$ cat src/hw/rtl/mh_pkg.sv
// Shared types, constants and the arctangent table for the magnetometer heading block.
// Used by every module under hw/rtl; depends on nothing else.
package mh_pkg;

  localparam int CORDIC_STEPS  = 16;
  localparam int FRACTION_BITS = 6;
  localparam int TABLE_LEN     = 24;
  localparam int STEPS = (CORDIC_STEPS > TABLE_LEN) ? TABLE_LEN : CORDIC_STEPS;

  // Axis datapath width: a negated -32768 grown by the CORDIC gain fits in 19 bits.
  localparam int XY_W   = 20;
  // Angle width in units of 2^-16 degree, signed; covers about -100 to +280 degrees.
  localparam int ANG_W  = 26;
  localparam int HEAD_W = 15;

  localparam logic signed [ANG_W-1:0] ANG_180 = ANG_W'(180 * 65536);
  localparam logic signed [ANG_W-1:0] ANG_360 = ANG_W'(360 * 65536);

  localparam int RND_SHIFT = 16 - FRACTION_BITS;
  localparam logic [ANG_W-1:0] ROUND_ADD = ANG_W'(1) << (15 - FRACTION_BITS);
  localparam logic [ANG_W-1:0] FULL_TURN = ANG_W'(360) << FRACTION_BITS;

  localparam logic [1:0] KIND_BIG_ENDIAN    = 2'd0;
  localparam logic [1:0] KIND_LITTLE_ENDIAN = 2'd1;
  localparam logic [1:0] KIND_RESET         = 2'd2;

  localparam logic [15:0] OVF_CODE_BE = 16'hF000;  // -4096
  localparam logic [15:0] OVF_CODE_LE = 16'h8000;  // -32768

  localparam int PADDR_W = 3;

  typedef enum logic [1:0] {
    OUTCOME_OK        = 2'd0,
    OUTCOME_NOT_READY = 2'd1,
    OUTCOME_OVERFLOW  = 2'd2,
    OUTCOME_NO_SENSOR = 2'd3
  } outcome_e;

  // atan(2^-i) in units of 2^-16 degree.
  localparam logic signed [ANG_W-1:0] ATAN_TAB [TABLE_LEN] = '{
    26'sd2949120, 26'sd1740967, 26'sd919879, 26'sd466945,
    26'sd234379,  26'sd117304,  26'sd58666,  26'sd29335,
    26'sd14668,   26'sd7334,    26'sd3667,   26'sd1833,
    26'sd917,     26'sd458,     26'sd229,    26'sd115,
    26'sd57,      26'sd29,      26'sd14,     26'sd7,
    26'sd4,       26'sd2,       26'sd1,      26'sd0
  };

  typedef struct packed {
    logic                    valid;
    logic                    zero;
    outcome_e                outcome;
    logic signed [XY_W-1:0]  x;
    logic signed [XY_W-1:0]  y;
    logic signed [ANG_W-1:0] z;
  } cordic_t;

endpackage

$ cat src/hw/rtl/mh_decode.sv
// Input stage: decodes the raw readout per sensor kind, checks overflow and
// folds the left half plane. Depends on mh_pkg.
module mh_decode
  import mh_pkg::*;
(
  input  logic        clk_i,
  input  logic        rst_ni,
  input  logic        beat_i,
  input  logic [1:0]  sensor_kind_i,
  input  logic [7:0]  ready_flags_i,
  input  logic [7:0]  data_byte_0_i,
  input  logic [7:0]  data_byte_1_i,
  input  logic [7:0]  data_byte_2_i,
  input  logic [7:0]  data_byte_3_i,
  input  logic [7:0]  data_byte_4_i,
  input  logic [7:0]  data_byte_5_i,
  output cordic_t     stage_o
);

  logic [15:0]            raw_x, raw_y;
  outcome_e               outcome;
  logic signed [XY_W-1:0] sx, sy;
  cordic_t                stage_d, stage_q;

  always_comb begin
    raw_x   = {data_byte_0_i, data_byte_1_i};
    raw_y   = {data_byte_4_i, data_byte_5_i};
    outcome = OUTCOME_OK;
    unique case (sensor_kind_i)
      KIND_BIG_ENDIAN: begin
        if (raw_x == OVF_CODE_BE || raw_y == OVF_CODE_BE) outcome = OUTCOME_OVERFLOW;
      end
      KIND_LITTLE_ENDIAN: begin
        raw_x = {data_byte_1_i, data_byte_0_i};
        raw_y = {data_byte_3_i, data_byte_2_i};
        // The ready check wins over the overflow check.
        if (!ready_flags_i[0]) outcome = OUTCOME_NOT_READY;
        else if (raw_x == OVF_CODE_LE || raw_y == OVF_CODE_LE) outcome = OUTCOME_OVERFLOW;
      end
      default: outcome = OUTCOME_NO_SENSOR;
    endcase

    sx = XY_W'($signed(raw_x));
    sy = XY_W'($signed(raw_y));

    stage_d.valid   = beat_i;
    stage_d.outcome = outcome;
    stage_d.zero    = (raw_x == 16'd0) && (raw_y == 16'd0);
    if (sx < 0) begin
      stage_d.x = -sx;
      stage_d.y = -sy;
      stage_d.z = ANG_180;
    end else begin
      stage_d.x = sx;
      stage_d.y = sy;
      stage_d.z = '0;
    end
  end

  always_ff @(posedge clk_i or negedge rst_ni) begin
    if (!rst_ni) begin
      stage_q <= '0;
    end else begin
      stage_q <= stage_d;
    end
  end

  assign stage_o = stage_q;

endmodule

$ cat src/hw/rtl/mh_cordic.sv
// Vectoring CORDIC pipeline: one micro-rotation per register stage.
// Depends on mh_pkg.
module mh_cordic
  import mh_pkg::*;
(
  input  logic    clk_i,
  input  logic    rst_ni,
  input  cordic_t stage_i,
  output cordic_t stage_o
);

  cordic_t stage_q [STEPS];

  for (genvar k = 0; k < STEPS; k++) begin : g_step
    cordic_t                 cur, stage_d;
    logic signed [XY_W-1:0]  cx, cy, dx, dy;
    logic signed [ANG_W-1:0] cz;

    if (k == 0) begin : g_first
      assign cur = stage_i;
    end else begin : g_next
      assign cur = stage_q[k-1];
    end

    always_comb begin
      cx = $signed(cur.x);
      cy = $signed(cur.y);
      cz = $signed(cur.z);
      dx = cy >>> k;
      dy = cx >>> k;
      stage_d = cur;
      // Clockwise when y is not negative.
      if (cy >= 0) begin
        stage_d.x = cx + dx;
        stage_d.y = cy - dy;
        stage_d.z = cz + ATAN_TAB[k];
      end else begin
        stage_d.x = cx - dx;
        stage_d.y = cy + dy;
        stage_d.z = cz - ATAN_TAB[k];
      end
    end

    always_ff @(posedge clk_i or negedge rst_ni) begin
      if (!rst_ni) begin
        stage_q[k] <= '0;
      end else begin
        stage_q[k] <= stage_d;
      end
    end
  end

  assign stage_o = stage_q[STEPS-1];

endmodule

$ cat src/hw/rtl/mh_finish.sv
// Output stages: wraps the angle into one turn, rounds it to the heading
// resolution and registers the result. Depends on mh_pkg.
module mh_finish
  import mh_pkg::*;
(
  input  logic              clk_i,
  input  logic              rst_ni,
  input  cordic_t           stage_i,
  output logic              valid_o,
  output logic [HEAD_W-1:0] heading_o,
  output logic [1:0]        outcome_o
);

  cordic_t                 wrap_d, wrap_q;
  logic signed [ANG_W-1:0] z;
  logic [ANG_W-1:0]        sum, h;
  logic [HEAD_W-1:0]       heading_d, heading_q;
  logic                    valid_q;
  logic [1:0]              outcome_q;

  always_comb begin
    z      = $signed(stage_i.z);
    wrap_d = stage_i;
    if (z < 0) begin
      wrap_d.z = z + ANG_360;
    end else if (z >= ANG_360) begin
      wrap_d.z = z - ANG_360;
    end
  end

  always_comb begin
    sum = wrap_q.z + ROUND_ADD;
    h   = sum >> RND_SHIFT;
    // A heading that rounds up to a full turn reads as zero.
    if (h >= FULL_TURN) h = h - FULL_TURN;
    if (wrap_q.outcome == OUTCOME_OK && !wrap_q.zero) heading_d = h[HEAD_W-1:0];
    else heading_d = '0;
  end

  always_ff @(posedge clk_i or negedge rst_ni) begin
    if (!rst_ni) begin
      wrap_q  <= '0;
      valid_q <= 1'b0;
    end else begin
      wrap_q  <= wrap_d;
      valid_q <= wrap_q.valid;
    end
  end

  always_ff @(posedge clk_i) begin
    heading_q <= heading_d;
    outcome_q <= wrap_q.outcome;
  end

  assign valid_o   = valid_q;
  assign heading_o = heading_q;
  assign outcome_o = outcome_q;

endmodule

$ cat src/hw/rtl/magnetometer_heading_top.sv
// Top level of the magnetometer heading block: register port and pipeline.
// Depends on mh_pkg, mh_decode, mh_cordic and mh_finish.

// A readout is taken with start at any clock edge; busy is never raised, so one
// beat may enter every cycle. Its result leaves 19 cycles later (one decode stage,
// one stage per CORDIC micro-rotation, two wrap and rounding stages), marked by
// result_valid_o for a single cycle, and the receiver must take it then. Results
// come out in the order the readouts went in. sensor_kind lives at byte address 0
// of the register port and resets to "no sensor"; change it only while no
// readout is in the pipeline.
module magnetometer_heading_top
  import mh_pkg::*;
(
  input  logic               clk_i,
  input  logic               rst_ni,
  input  logic               psel,
  input  logic               penable,
  input  logic               pwrite,
  input  logic [PADDR_W-1:0] paddr,
  input  logic [31:0]        pwdata,
  output logic [31:0]        prdata,
  output logic               pready,
  input  logic               start,
  output logic               busy,
  input  logic [7:0]         ready_flags_i,
  input  logic [7:0]         data_byte_0_i,
  input  logic [7:0]         data_byte_1_i,
  input  logic [7:0]         data_byte_2_i,
  input  logic [7:0]         data_byte_3_i,
  input  logic [7:0]         data_byte_4_i,
  input  logic [7:0]         data_byte_5_i,
  output logic               result_valid_o,
  output logic [HEAD_W-1:0]  heading_o,
  output logic [1:0]         outcome_o
);

  logic       reg_sel;
  logic [1:0] sensor_kind_q, sensor_kind_d;
  cordic_t    dec_stage, cordic_stage;

  assign reg_sel = (paddr[PADDR_W-1:2] == '0);
  assign pready  = 1'b1;
  assign busy    = 1'b0;
  assign prdata  = reg_sel ? {30'd0, sensor_kind_q} : 32'd0;

  always_comb begin
    sensor_kind_d = sensor_kind_q;
    if (psel && penable && pwrite && reg_sel) sensor_kind_d = pwdata[1:0];
  end

  always_ff @(posedge clk_i or negedge rst_ni) begin
    if (!rst_ni) begin
      sensor_kind_q <= KIND_RESET;
    end else begin
      sensor_kind_q <= sensor_kind_d;
    end
  end

  mh_decode u_decode (
    .clk_i         (clk_i),
    .rst_ni        (rst_ni),
    .beat_i        (start),
    .sensor_kind_i (sensor_kind_q),
    .ready_flags_i (ready_flags_i),
    .data_byte_0_i (data_byte_0_i),
    .data_byte_1_i (data_byte_1_i),
    .data_byte_2_i (data_byte_2_i),
    .data_byte_3_i (data_byte_3_i),
    .data_byte_4_i (data_byte_4_i),
    .data_byte_5_i (data_byte_5_i),
    .stage_o       (dec_stage)
  );

  mh_cordic u_cordic (
    .clk_i   (clk_i),
    .rst_ni  (rst_ni),
    .stage_i (dec_stage),
    .stage_o (cordic_stage)
  );

  mh_finish u_finish (
    .clk_i     (clk_i),
    .rst_ni    (rst_ni),
    .stage_i   (cordic_stage),
    .valid_o   (result_valid_o),
    .heading_o (heading_o),
    .outcome_o (outcome_o)
  );

endmodule
$ cat config.mk
export PLATFORM = sky130hd
export DESIGN_NAME = magnetometer_heading_top
export DESIGN_NICKNAME = d
export VERILOG_FILES = /design/src/hw/rtl/mh_pkg.sv /design/src/hw/rtl/mh_decode.sv /design/src/hw/rtl/mh_cordic.sv /design/src/hw/rtl/mh_finish.sv /design/src/hw/rtl/magnetometer_heading_top.sv
export SDC_FILE = /design/constraint.sdc
export NUM_CORES = 2
export LEC_CHECK = 0
export BUFFER_PORTS_ARGS = -buffer_cell sky130_fd_sc_hd__buf_4
export CAP_MARGIN = 20
export CORE_ASPECT_RATIO = 1.5
export CORE_MARGIN = 5
export CORE_UTILIZATION = 45
export CTS_CLUSTER_SIZE = 10
export DETAILED_ROUTE_END_ITERATION = 6
export PLACE_DENSITY = 0.58
export SYNTH_ARGS = -nofsm -noshare
export SYNTH_HDL_FRONTEND = slang
export SYNTH_SLANG_ARGS = --single-unit
export TNS_END_PERCENT = 5
$ cat constraint.sdc
create_clock -name clk_i -period 4.6 [get_ports clk_i]
set_input_delay 0.46 -clock clk_i [delete_from_list [all_inputs] [get_ports clk_i]]
set_output_delay 0.46 -clock clk_i [all_outputs]
set_load 0.01 [all_outputs]
==> metrics.txt <==
type of element capturing the critical path flop; final worst-path cycle share between 80% and 90%; final hold viol count 0; Area after DPL between 70000 and 80000 µm²; Tmin final roughly 4.1 ns; Synth Register Bits roughly 1100; Clock Sinks ~1100; Worst Path Required ~5.2 ns; largest family of logic cells by synthesized area compound AO/OA/AOI/OAI gates; RSZ-0062 raised after global routing false; wire per inst approximately 17 µm; WS Path Type reg2reg; most common cell after layout, fill and taps aside dfrtp_1; met2 WL post-DR 100000 µm; commonest non-fill, non-tap cells in the layout dfrtp_1 (1051), ha_1 (859), xnor2_1 (728), nor2_1 (728), a21oi_1 (576); Die W between 300 and 400 µm; number of CTS-inserted buffers approximately 130; wl on met1 between 60000 and 70000 µm; count of non-filler cells in the finished layout 10600; vias in the first global route ~60000; Post-Route WL about 180000 µm; max-cap viol count 0; first-pass GRT wire length between 200000 and 300000 µm; DP Cell Count 10400; Worst Path Arrival 4.77 ns; final setup skew between 0.03 and 0.04 ns; gr usage total around a fifth; Hold Path Class in2reg; buffers added on ports between 70 and 80; Clock Root Buffer clkbuf_16; total negative setup slack 0 ns; Synth async-reset ratio a little over nine tenths; drt via density between 5 and 6; total number of vias 58900; post-synthesis mux area share less than 1%; Clock Latency Late Sink roughly 0.79 ns; Core Region between 150000 and 200000 µm²; initial DRC count approximately 2800; Seq/Total Area, Yosys about a third; clock slew at reported path FFs 0.06 ns; number of synthesized flops with an enable pin 0; Tightest Pin Transition a little under 0.9 ns; # rows 184; worst-path maximum fanout 6; fin nets around 9300; met3 routed WL approximately 4500 µm; Die Y a little over 500 µm; Simple-Gate Fraction of Synth Area between 10% and 20%; Finish-stage setup viols 0; Synth Area in Adders 15.2%; compound-gate portion of the synthesized area 18.6%; Design Area, Final between 80000 and 90000 µm²; area of the die about 180000 µm²; # IOs 149; CP Launch Type flop; H-Tree Depth 4; max-slew violation count 0; CTS tree done; synthesized cell area about 76000 µm²; Primary FF master, synth dfrtp_1; top layer reached by signal wires met4; Routed Antenna Nets 0; Clock Tree Buf Depth 3; Cells after Synth 8114; mean post-synth cell area between 9 and 10 µm²; Synth-to-Final Area Change 10.4%; largest net degree at the start of global routing roughly 120; Synth Area in XOR/XNOR around 12%; status completed; Max transition margin ~39%; DRT Pass-1 Iters 6; Ys Warns 0; Overflow after GRT 0; drt drc 0; antenna violations before repair 1; Netlist cell types around 110; Fmax ~240 MHz; Final HPWL DP 145000 µm; starting density of the core between 40% and 50%; Routability Congestion between 0.8 and 0.9; WHS a little over 0.08 ns; share of cells above drive strength 1 5.44%
## state kept, by name, indices dropped and copies added (netlist names), 15 cells and up
| register | cells |
|---|---|
| u_cordic.g_step.cz | 358 |
| u_cordic.g_step.cy | 280 |
| u_cordic.g_step.cx | 266 |
| u_cordic.g_step.cur | 60 |
| u_decode.stage_o | 45 |
| u_cordic.stage_o | 21 |
| u_finish.wrap_q | 21 |
| u_finish.heading_o | 15 |
## synthesized netlist by cell type (42+ instances only)
cell,n,area (µm²)
a211oi_1,84,631
a21o_1,168,1260
a21oi_1,576,2880
a31oi_1,59,369
and2_1,48,300
and3_1,92,576
clkbuf_1,123,462
dfrtp_1,1053,26400
ha_1,859,10700
inv_1,357,1340
mux2i_1,64,641
nand2_1,478,1790
nand2b_1,95,594
nand3_1,163,816
nand4_1,42,263
nor2_1,728,2730
nor2b_1,96,601
nor3_1,258,1290
nor4_1,62,388
o21a_1,143,1070
o21ai_0,462,2310
o21bai_1,72,541
o31ai_1,117,878
or3_1,97,607
or4_1,47,353
xnor2_1,728,6380
xor2_1,339,2970
## worst paths after layout
| check | cells past startpoint | endpoint | slack [ns] | startpoint |
|---|---|---|---|---|
| worst max-delay path | 14 | u_cordic.g_step[6].cy[18] | 0.46 | u_cordic.g_step[5].cx[5] |
| worst min-delay path | 3 | u_decode.stage_o[59] | 0.08 | data_byte_1_i[5] |
| worst max register to register | 14 | u_cordic.g_step[6].cy[18] | 0.46 | u_cordic.g_step[5].cx[5] |
| worst min register to register | 0 | u_cordic.g_step[3].cur[67] | 0.34 | u_cordic.g_step[2].cur[67] |
| max in group asynchronous | 3 | u_cordic.g_step[3].cy[19] | 2.99 | rst_ni |
| min in group asynchronous | 2 | u_cordic.g_step[14].cx[14] | 0.31 | rst_ni |
## stage by stage
stage                     setup WS [ns]  utilization (%)
after floorplan                   0.556                -
after global placement            0.530             47.4
after detailed placement          0.469             47.4
after CTS                         0.465             50.0
after global routing              0.157             50.0
final                             0.462             50.0
## worst max-delay path: stages, from the launching register on
cell      delay, ns
dfrtp_1        0.45
inv_1          0.11
ha_1           0.19
nand3b_1       0.10
or2_2          0.34
o41ai_1        0.32
xor2_1         0.19
ha_1           0.28
nor4_1         0.41
o211ai_1       0.19
a41oi_2        0.36
o21bai_1       0.13
a2111o_1       0.45
a2111o_1       0.38
o311ai_1       0.12
## logic make-up after synthesis
family                   after synthesis
AND/OR/NAND/NOR                     2316
buffers and inverters                558
AO/OA/AOI/OAI                       2129
multiplexers                          71
XOR/XNOR                            1068
adder cells (fa/ha/maj)              899
flip-flops                          1071
other                                  2
## what timing repair did
action | in CTS | in global routing
setup endpoints to repair | 0 | 0
resized for setup | 0 | 0
hold endpoints to repair | 92 | 0
setup buffers | 0 | 0
hold buffers | 28 | 0
## routing by layer
layer / global-route usage, % / vias up
met2: 40.2 / 855
met3: 2.35 / 381
li1: - / 29400
met4: 8.72 / 0
met5: 0 / -
met1: 21.0 / 28300
## layout make-up
class | count | area (µm²)
Antenna cell | 1 | 2.50
Clock buffer | 169 | 3580
Clock inverter | 24 | 390
Fill cell | 15800 | 83800
Inverter | 361 | 1360
Multi-Input combinational cell | 6598 | 47400
Sequential cell | 1071 | 26700
Tap cell | 2232 | 2790
Timing Repair Buffer | 185 | 1550
Power is not shown: default switching activity piles up to over one toggle a cycle in this logic, so the estimate is an artifact.
